--- src/rtl/core/cft_pkg.sv ---
// Types, constants and character class functions of the formula tokenizer.
package cft_pkg;

	localparam int CFT_MAX_SYMBOL_CHARS = 3;
	localparam int CFT_COUNT_BITS       = 20;

	localparam int CHAR_W     = 8;
	localparam int NAME_W     = 24;
	localparam int NAME_LEN_W = 2;
	localparam int ATOM_W     = 20;

	localparam logic STATUS_TOKEN = 1'b0;
	localparam logic STATUS_ERROR = 1'b1;

	localparam logic [CHAR_W-1:0] CH_NUL   = 8'h00;
	localparam logic [CHAR_W-1:0] CH_TAB   = 8'h09;
	localparam logic [CHAR_W-1:0] CH_CR    = 8'h0D;
	localparam logic [CHAR_W-1:0] CH_SPACE = 8'h20;
	localparam logic [CHAR_W-1:0] CH_0     = 8'h30;
	localparam logic [CHAR_W-1:0] CH_9     = 8'h39;
	localparam logic [CHAR_W-1:0] CH_UA    = 8'h41;
	localparam logic [CHAR_W-1:0] CH_UZ    = 8'h5A;
	localparam logic [CHAR_W-1:0] CH_LA    = 8'h61;
	localparam logic [CHAR_W-1:0] CH_LZ    = 8'h7A;

	typedef enum logic [1:0] {
		PH_IDLE,
		PH_SYM,
		PH_CNT,
		PH_ERR
	} phase_t;

	typedef struct packed {
		logic [CHAR_W-1:0] char_code;
		logic              first_of_formula;
	} item_t;

	typedef struct packed {
		logic                  status;
		logic [NAME_W-1:0]     element_name;
		logic [NAME_LEN_W-1:0] name_length;
		logic [ATOM_W-1:0]     atom_count;
		logic [CHAR_W-1:0]     bad_char;
	} result_t;

	function automatic logic is_upper(input logic [CHAR_W-1:0] c);
		return (c >= CH_UA) && (c <= CH_UZ);
	endfunction

	function automatic logic is_lower(input logic [CHAR_W-1:0] c);
		return (c >= CH_LA) && (c <= CH_LZ);
	endfunction

	function automatic logic is_digit(input logic [CHAR_W-1:0] c);
		return (c >= CH_0) && (c <= CH_9);
	endfunction

	function automatic logic is_sep(input logic [CHAR_W-1:0] c);
		return (c == CH_NUL) || (c == CH_SPACE) || ((c >= CH_TAB) && (c <= CH_CR));
	endfunction

endpackage

--- src/rtl/core/cft_in_if.sv ---
// Character input channel: valid/ready with one formula character.
interface cft_in_if;
	logic                      valid;
	logic                      ready;
	logic [cft_pkg::CHAR_W-1:0] char_code;
	logic                      first_of_formula;

	modport source (output valid, output char_code, output first_of_formula, input ready);
	modport sink (input valid, input char_code, input first_of_formula, output ready);
endinterface

--- src/rtl/core/cft_out_if.sv ---
// Token output channel: valid/ready with one token or error result.
interface cft_out_if;
	logic                          valid;
	logic                          ready;
	logic                          status;
	logic [cft_pkg::NAME_W-1:0]     element_name;
	logic [cft_pkg::NAME_LEN_W-1:0] name_length;
	logic [cft_pkg::ATOM_W-1:0]     atom_count;
	logic [cft_pkg::CHAR_W-1:0]     bad_char;

	modport source (output valid, output status, output element_name, output name_length,
		output atom_count, output bad_char, input ready);
	modport sink (input valid, input status, input element_name, input name_length,
		input atom_count, input bad_char, output ready);
endinterface

--- src/rtl/core/cft_in_stage.sv ---
// Input register stage: captures one character transfer per cycle unless the output stage stalls.
module cft_in_stage (
	input  logic          clk,
	input  logic          arst_n,
	cft_in_if.sink        in,
	input  logic          advance,
	output logic          valid_s1,
	output cft_pkg::item_t item_s1
);
	import cft_pkg::*;

	assign in.ready = !valid_s1 || advance;

	always_ff @(posedge clk or negedge arst_n) begin
		if (!arst_n) begin
			valid_s1 <= 1'b0;
		end else if (in.ready) begin
			valid_s1 <= in.valid;
		end
	end

	always_ff @(posedge clk) begin
		if (in.valid && in.ready) begin
			item_s1.char_code        <= in.char_code;
			item_s1.first_of_formula <= in.first_of_formula;
		end
	end
endmodule

--- src/rtl/core/cft_parse_core.sv ---
// Parser state and per-character next-state and result logic.
module cft_parse_core #(
	parameter int MAX_SYMBOL_CHARS = cft_pkg::CFT_MAX_SYMBOL_CHARS,
	parameter int COUNT_BITS       = cft_pkg::CFT_COUNT_BITS
) (
	input  logic            clk,
	input  logic            arst_n,
	input  cft_pkg::item_t  item_s1,
	input  logic            advance,
	output logic            res_valid,
	output cft_pkg::result_t res
);
	import cft_pkg::*;

	localparam int SYM_W = CHAR_W * MAX_SYMBOL_CHARS;
	localparam int LEN_W = $clog2(MAX_SYMBOL_CHARS + 1);
	localparam int MUL_W = COUNT_BITS + 4;

	phase_t                phase_q, phase_d, phase_cur;
	logic [SYM_W-1:0]      sym_q, sym_d, sym_cur, sym_start, sym_ext;
	logic [LEN_W-1:0]      len_q, len_d, len_cur;
	logic [COUNT_BITS-1:0] cnt_q, cnt_d, cnt_cur, cnt_next, digit_val, tok_cnt;
	logic [MUL_W-1:0]      cnt_mul;
	logic [NAME_W-1:0]     name_out;
	logic [CHAR_W-1:0]     c;
	logic                  upper, lower, digit, sep;
	logic                  emit_tok, emit_err, tok_use_acc;

	assign c     = item_s1.char_code;
	assign upper = is_upper(c);
	assign lower = is_lower(c);
	assign digit = is_digit(c);
	assign sep   = is_sep(c);

	// first_of_formula clears state before the character is handled
	assign phase_cur = item_s1.first_of_formula ? PH_IDLE : phase_q;
	assign sym_cur   = item_s1.first_of_formula ? '0 : sym_q;
	assign len_cur   = item_s1.first_of_formula ? '0 : len_q;
	assign cnt_cur   = item_s1.first_of_formula ? '0 : cnt_q;

	assign sym_start = {c, {(SYM_W - CHAR_W){1'b0}}};

	always_comb begin
		sym_ext = sym_cur;
		for (int i = 0; i < MAX_SYMBOL_CHARS; i++) begin
			if (len_cur == LEN_W'(i)) begin
				sym_ext[CHAR_W*(MAX_SYMBOL_CHARS-1-i) +: CHAR_W] = c;
			end
		end
	end

	// count * 10 + digit, saturating
	assign digit_val = COUNT_BITS'(c[3:0]);
	assign cnt_mul   = MUL_W'({cnt_cur, 3'b000}) + MUL_W'({cnt_cur, 1'b0}) + MUL_W'(c[3:0]);
	assign cnt_next  = (|cnt_mul[MUL_W-1:COUNT_BITS]) ? '1 : cnt_mul[COUNT_BITS-1:0];

	generate
		if (MAX_SYMBOL_CHARS >= 3) begin : g_name_wide
			assign name_out = sym_cur[SYM_W-1 -: NAME_W];
		end else begin : g_name_narrow
			assign name_out = NAME_W'(sym_cur);
		end
	endgenerate

	assign tok_cnt = tok_use_acc ? cnt_cur : COUNT_BITS'(1);

	always_comb begin
		phase_d     = phase_cur;
		sym_d       = sym_cur;
		len_d       = len_cur;
		cnt_d       = cnt_cur;
		emit_tok    = 1'b0;
		emit_err    = 1'b0;
		tok_use_acc = 1'b0;
		case (phase_cur)
			PH_IDLE: begin
				if (upper) begin
					phase_d = PH_SYM;
					sym_d   = sym_start;
					len_d   = LEN_W'(1);
					cnt_d   = '0;
				end else if (!sep) begin
					emit_err = 1'b1;
				end
			end
			PH_SYM: begin
				if (upper) begin
					emit_tok = 1'b1;
					phase_d  = PH_SYM;
					sym_d    = sym_start;
					len_d    = LEN_W'(1);
					cnt_d    = '0;
				end else if (lower) begin
					if (len_cur >= LEN_W'(MAX_SYMBOL_CHARS)) begin
						emit_err = 1'b1;
					end else begin
						sym_d = sym_ext;
						len_d = LEN_W'(len_cur + 1'b1);
					end
				end else if (digit) begin
					cnt_d   = digit_val;
					phase_d = PH_CNT;
				end else if (sep) begin
					emit_tok = 1'b1;
					phase_d  = PH_IDLE;
				end else begin
					emit_err = 1'b1;
				end
			end
			PH_CNT: begin
				if (upper) begin
					emit_tok    = 1'b1;
					tok_use_acc = 1'b1;
					phase_d     = PH_SYM;
					sym_d       = sym_start;
					len_d       = LEN_W'(1);
					cnt_d       = '0;
				end else if (digit) begin
					cnt_d = cnt_next;
				end else if (sep) begin
					emit_tok    = 1'b1;
					tok_use_acc = 1'b1;
					phase_d     = PH_IDLE;
					cnt_d       = '0;
				end else begin
					emit_err = 1'b1;
				end
			end
			PH_ERR: begin
				phase_d = PH_ERR;
			end
			default: begin
				phase_d = PH_IDLE;
			end
		endcase
		if (emit_err) begin
			phase_d = PH_ERR;
		end
	end

	assign res_valid = emit_tok || emit_err;

	always_comb begin
		if (emit_err) begin
			res.status       = STATUS_ERROR;
			res.element_name = '0;
			res.name_length  = '0;
			res.atom_count   = '0;
			res.bad_char     = c;
		end else begin
			res.status       = STATUS_TOKEN;
			res.element_name = name_out;
			res.name_length  = NAME_LEN_W'(len_cur);
			res.atom_count   = ATOM_W'(tok_cnt);
			res.bad_char     = '0;
		end
	end

	always_ff @(posedge clk or negedge arst_n) begin
		if (!arst_n) begin
			phase_q <= PH_IDLE;
			sym_q   <= '0;
			len_q   <= '0;
			cnt_q   <= '0;
		end else if (advance) begin
			phase_q <= phase_d;
			sym_q   <= sym_d;
			len_q   <= len_d;
			cnt_q   <= cnt_d;
		end
	end
endmodule

--- src/rtl/core/cft_out_stage.sv ---
// Result register stage driving the token output channel.
module cft_out_stage (
	input  logic             clk,
	input  logic             arst_n,
	input  logic             advance,
	input  logic             res_valid,
	input  cft_pkg::result_t res,
	output logic             free,
	cft_out_if.source        out
);
	import cft_pkg::*;

	logic    valid_s2;
	result_t res_s2;

	assign free = !valid_s2 || out.ready;

	always_ff @(posedge clk or negedge arst_n) begin
		if (!arst_n) begin
			valid_s2 <= 1'b0;
		end else if (advance) begin
			valid_s2 <= res_valid;
		end else if (out.ready) begin
			valid_s2 <= 1'b0;
		end
	end

	always_ff @(posedge clk) begin
		if (advance && res_valid) begin
			res_s2 <= res;
		end
	end

	assign out.valid        = valid_s2;
	assign out.status       = res_s2.status;
	assign out.element_name = res_s2.element_name;
	assign out.name_length  = res_s2.name_length;
	assign out.atom_count   = res_s2.atom_count;
	assign out.bad_char     = res_s2.bad_char;
endmodule

--- src/rtl/core/chemical_formula_tokenizer.sv ---
// Top level of the chemical formula tokenizer.
//
// channel  dir  payload                                                   transfer
// in       in   char_code, first_of_formula                               valid && ready
// out      out  status, element_name, name_length, atom_count, bad_char   valid && ready
//
// One character per cycle unless out stalls; each token is registered in the output stage.
// Throughput is set by the parser state register, updated once per character.
// arst_n clears the parser to idle and empties both register stages.
// A stalled out holds its result; in keeps taking characters while the input stage can drain.
module chemical_formula_tokenizer #(
	parameter int MAX_SYMBOL_CHARS = cft_pkg::CFT_MAX_SYMBOL_CHARS,
	parameter int COUNT_BITS       = cft_pkg::CFT_COUNT_BITS
) (
	input  logic      clk,
	input  logic      arst_n,
	cft_in_if.sink    in,
	cft_out_if.source out
);
	import cft_pkg::*;

	logic    valid_s1;
	item_t   item_s1;
	logic    advance;
	logic    out_free;
	logic    res_valid;
	result_t res;

	assign advance = valid_s1 && out_free;

	cft_in_stage u_in_stage (
		.clk      (clk),
		.arst_n   (arst_n),
		.in       (in),
		.advance  (advance),
		.valid_s1 (valid_s1),
		.item_s1  (item_s1)
	);

	cft_parse_core #(
		.MAX_SYMBOL_CHARS (MAX_SYMBOL_CHARS),
		.COUNT_BITS       (COUNT_BITS)
	) u_parse_core (
		.clk       (clk),
		.arst_n    (arst_n),
		.item_s1   (item_s1),
		.advance   (advance),
		.res_valid (res_valid),
		.res       (res)
	);

	cft_out_stage u_out_stage (
		.clk       (clk),
		.arst_n    (arst_n),
		.advance   (advance),
		.res_valid (res_valid),
		.res       (res),
		.free      (out_free),
		.out       (out)
	);
endmodule

--- src/flat_wrapper.sv ---
// flat-port wrapper written by rule: the top's interface ports become plain ports
module chemical_formula_tokenizer_flat import cft_pkg::*;
#(
	parameter int MAX_SYMBOL_CHARS = cft_pkg::CFT_MAX_SYMBOL_CHARS,
	parameter int COUNT_BITS       = cft_pkg::CFT_COUNT_BITS
)
  (clk, arst_n, in_valid, in_char_code, in_first_of_formula, in_ready, out_valid, out_status, out_element_name, out_name_length, out_atom_count, out_bad_char, out_ready);
  cft_in_if in_i ();
  cft_out_if out_i ();
  input  logic clk;
  input  logic arst_n;
  input wire logic [$bits(in_i.valid)-1:0] in_valid;
  input wire logic [$bits(in_i.char_code)-1:0] in_char_code;
  input wire logic [$bits(in_i.first_of_formula)-1:0] in_first_of_formula;
  output wire logic [$bits(in_i.ready)-1:0] in_ready;
  output wire logic [$bits(out_i.valid)-1:0] out_valid;
  output wire logic [$bits(out_i.status)-1:0] out_status;
  output wire logic [$bits(out_i.element_name)-1:0] out_element_name;
  output wire logic [$bits(out_i.name_length)-1:0] out_name_length;
  output wire logic [$bits(out_i.atom_count)-1:0] out_atom_count;
  output wire logic [$bits(out_i.bad_char)-1:0] out_bad_char;
  input wire logic [$bits(out_i.ready)-1:0] out_ready;
  assign in_i.valid = in_valid;
  assign in_i.char_code = in_char_code;
  assign in_i.first_of_formula = in_first_of_formula;
  assign in_ready = in_i.ready;
  assign out_valid = out_i.valid;
  assign out_status = out_i.status;
  assign out_element_name = out_i.element_name;
  assign out_name_length = out_i.name_length;
  assign out_atom_count = out_i.atom_count;
  assign out_bad_char = out_i.bad_char;
  assign out_i.ready = out_ready;
  chemical_formula_tokenizer #(.MAX_SYMBOL_CHARS(MAX_SYMBOL_CHARS), .COUNT_BITS(COUNT_BITS)) u_core (.clk(clk), .arst_n(arst_n), .in(in_i), .out(out_i));
endmodule
--- config.mk ---
export PLATFORM = sky130hd
export DESIGN_NAME = chemical_formula_tokenizer_flat
export DESIGN_NICKNAME = d
export VERILOG_FILES = /design/src/rtl/core/cft_pkg.sv /design/src/rtl/core/cft_in_if.sv /design/src/rtl/core/cft_out_if.sv /design/src/rtl/core/cft_in_stage.sv /design/src/rtl/core/cft_parse_core.sv /design/src/rtl/core/cft_out_stage.sv /design/src/rtl/core/chemical_formula_tokenizer.sv /design/src/flat_wrapper.sv
export SDC_FILE = /design/constraint.sdc
export NUM_CORES = 1
export LEC_CHECK = 0
export ABC_CLOCK_PERIOD_IN_PS = 11220
export BUFFER_PORTS_ARGS = -buffer_cell sky130_fd_sc_hd__buf_2
export CAP_MARGIN = 20
export CORE_ASPECT_RATIO = 1.25
export CORE_MARGIN = 2
export CORE_UTILIZATION = 46
export DETAILED_ROUTE_END_ITERATION = 8
export PLACE_DENSITY_LB_ADDON = 0.05
export RECOVER_POWER = 100
export SYNTH_ARGS = -nofsm -noshare
export SYNTH_HDL_FRONTEND = slang
export SYNTH_SLANG_ARGS = --single-unit
--- constraint.sdc ---
create_clock -name clk -period 11.22 [get_ports clk]
set_clock_uncertainty 0.1 [all_clocks]
set_input_delay 0.561 -clock clk [delete_from_list [all_inputs] [get_ports clk]]
set_output_delay 0.561 -clock clk [all_outputs]
set_load 0.05 [all_outputs]
==> metrics.txt <==
CTS Buf Count=17; chip width=109 um; Critical Path Max Stage Delay=1930 ps; Post-Synth Adder-Cell Area=8.79%; Leakage=0.00314 uW; max-cap check violation count=4; Clock Latency Late Sink=410 ps; share of cells above drive strength 1=7.90%; Root Driver=clkbuf_16; CP Class=reg2reg; largest net degree at the start of global routing=51; Routed WL per cell=18.5 um; Post-Synth XOR/XNOR Area=2.35%; CTS clk-pin slew, worst paths=60 ps; core region area=approximately 14000 um2; Pwr Total=approximately 1600 uW; largest cells by area after synthesis=edfxtp_1 (30%), dfrtp_1 (20%), ha_1 (8.5%); total negative setup slack=0 ps; startpoint types=register; CTS tree=done; Detailed Route Iter0 Violations=267; fmax=0.138 GHz; post-synth cell types=65; Post-Synthesis Net Count=653; Critical Path End Type=register; simple-gate portion of the synthesized area=about 18%; failing checks=capacitance limit, slew limit; mux cell area share after synthesis=0.315%; Max IR drop VDD=121 uV; compound-gate portion of the synthesized area=between 10% and 20%; #FFs+latches synth=114; # IOs=70; CP Data Required Time=11090 ps; dpl hpwl=11.1 mm; Port Buffers=69; Final min period=roughly 7200 ps; Multi-input gate area=2950 um2; Seq/Total Area, Yosys=around 50%; Net count, final=roughly 720; Main synth FF type=edfxtp_1; CP max stage cell=clkbuf_1; drt first pass iters=4; Worst R2R Path Depth=12; Die Span Y=between 100 and 150 um; Worst Tran Pin Value=~3000 ps; first-pass GRT wire length=24.8 mm; RSZ-0062 raised after global routing=false; FFs w/ async S/R, synth=43.9%; met3 WL=about 690 um; Pins Over Slew Limit=159; DRC=0; vias in the first global route=4786; die area=14800 um2; P&R area growth vs syn=15.6%; # hold bufs at CTS=0; CTS max path bufs=2; final number of setup-violating endpoints=0; pwr dens=217 nW/um2; worst hold path type=in2reg; Post-synth EDFFs=64; Setup Buffers After CTS=0; placed cells=814; CTS H-tree depth=4; wire length on met1=between 6 and 7 mm; Initial Utilization=between 40% and 50%; grt total ovfl=0; yosys warns=0; initial antenna violation count=0; Fin. Hold Viols=0; status=finished, violations left; Slew headroom=-98.4%; vias per cell=between 5 and 6; Clock Sinks=114; Total Routing Usage GR=22.1%; post-synth top area cell=edfxtp_1; largest family of logic cells by synthesized area=simple AND/OR/NAND/NOR gates; Post-DRT Antenna Nets=0; Most common cell on crit path=clkbuf_1; met2 WL post-DR=~8.1 mm; RD Place Congestion=between 0.9 and 1; worst-path cell chain=clkbuf_1 > nor2b_1 > inv_1 > ha_1 > inv_1 > a21oi_1 > o21ai_0 > a2111oi_4 > clkbuf_1 > nor2_1 > nor2_1 > clkbuf_1; CP Max Fanout=49; Synth top area share=30.3%; FP Rows=48; Avg Inst Size Synth=10.6 um2; Layout Cells excl Fill=approximately 850; Cell Area, Synth=6350 um2; top layer in use=met4; CTS resizes=0; Syn Inst Count=596; Final period util=about 64%; Vias=4830; Hold Path Depth=1; crit path DAT=7100 ps; fill count=1275; Detailed Route WL=15.7 mm; FF/Latch Area=3170 um2; Inserted Diodes=0
flip-flops by register name (all words and copies together), names as in the netlist:
register	count
u_core.u_in_stage.item_s1	9
u_core.u_in_stage.valid_s1	1
u_core.u_out_stage.out.atom_count	20
u_core.u_out_stage.out.bad_char	8
u_core.u_out_stage.out.element_name	24
u_core.u_out_stage.out.name_length	2
u_core.u_out_stage.out.status	1
u_core.u_out_stage.out.valid	1
u_core.u_parse_core.cnt_q	20
u_core.u_parse_core.len_q	2
u_core.u_parse_core.phase_q	2
u_core.u_parse_core.sym_q	24
where the power goes:
group	internal [uW]	leakage (uW)	total, uW	switching [uW]
clock network	357	0.000304	570	214
registers	537	0.00130	573	35.5
logic	89.2	0.00154	453	363
synth_stat cells (all sizes together), types with 3 or more instances:
cell / instances
o31ai: 3
o21ai: 29
inv: 19
clkbuf: 25
xnor2: 9
nor2: 48
ha: 43
a21oi: 44
nand3: 13
o211ai: 4
a22o: 16
dfrtp: 50
and4: 3
buf: 6
nor4: 3
a22oi: 11
and2: 53
edfxtp: 64
nand4: 5
a21o: 13
nor2b: 23
nor3: 9
nand2b: 8
xor2: 8
nor3b: 5
nand2: 28
o221ai: 3
a31oi: 10
o21a: 5
logic make-up (layout without fill, tap and decap cells):
kind of cell	after synthesis	after routing
AND/OR/NAND/NOR	207	207
AO/OA/AOI/OAI	162	162
flip-flops	114	114
buffers and inverters	50	125
adder cells (fa/ha/maj)	44	44
XOR/XNOR	17	17
multiplexers	2	2
worst max-delay path: cells and delay by family (launching register included):
family / cells / cell delay [ps]
buffers and inverters: 5 / 4190
and+or+nand+nor: 3 / 910
AOI/OAI and AO/OA: 3 / 720
adders and majority gates: 1 / 480
DFF: 1 / 310
layer usage:
| layer | global-route usage, % | up-vias |
|---|---|---|
| li1 | - | 2305 |
| met1 | 26.0 | 2366 |
| met2 | 38.7 | 128 |
| met3 | 4.09 | 31 |
| met4 | 10.3 | 0 |
| met5 | 0 | - |
final timing paths:
path / startpoint / endpoint / slack, ps
setup / recovery: u_core.u_in_stage.item_s1[0]$_DFFE_PP_ / u_core.u_out_stage.out.atom_count[5]$_SDFFCE_PP0P_ / 3990
hold / removal: in_char_code[4] / u_core.u_in_stage.item_s1[5]$_DFFE_PP_ / 220
max in group asynchronous: arst_n / u_core.u_parse_core.sym_q[7]$_DFFE_PN0P_ / 8210
min in group asynchronous: arst_n / u_core.u_parse_core.phase_q[0]$_DFFE_PN0P_ / 1110
hold reg to reg: u_core.u_parse_core.sym_q[6]$_DFFE_PN0P_ / u_core.u_parse_core.sym_q[6]$_DFFE_PN0P_ / 370
setup reg to reg: u_core.u_in_stage.item_s1[0]$_DFFE_PP_ / u_core.u_out_stage.out.atom_count[5]$_SDFFCE_PP0P_ / 3990
cell type report:
class / instances / area share, %
Sequential cell: 114 / 43.3
Multi-Input combinational cell: 432 / 40.3
Clock buffer: 17 / 5.80
Timing Repair Buffer: 74 / 4.01
Tap cell: 175 / 2.99
Clock inverter: 15 / 2.70
Inverter: 19 / 0.972
stage by stage:
step           hold WS [ps]  cell area [um2]  setup WS [ps]  utilization, %
5_1_grt                 212             7330           3270            53.8
3_3_place_gp            356             6820           6810            50.0
4_1_cts                 209             7440           6600            54.6
3_5_place_dp            362             6820           6680            50.0
6_report                221             7330           3990            53.8
2_1_floorplan           165             6350           6170               -
layout by cell type, fill, tap and decap left out, types with 3 or more instances in the layout:
cell,instances
o31ai_1,3
and2_0,34
nor4_1,3
nor3b_1,4
buf_2,10
nand3_1,13
xor2_1,8
o21ai_0,27
ha_1,43
clkbuf_16,17
clkbuf_1,63
a31oi_1,9
nand4_1,5
o211ai_1,4
nand2_1,28
o21a_1,5
nor2_1,46
edfxtp_1,64
inv_6,3
nor3_1,9
and4_1,3
dfrtp_1,50
a21oi_1,44
nor2b_1,23
inv_8,3
a21o_1,13
and2_1,19
a22oi_1,11
bufinv_16,3
xnor2_1,9
a22o_1,16
nand2b_1,8
inv_1,19
clkinv_4,4
Note: power is estimated with default switching activity, not from simulation.
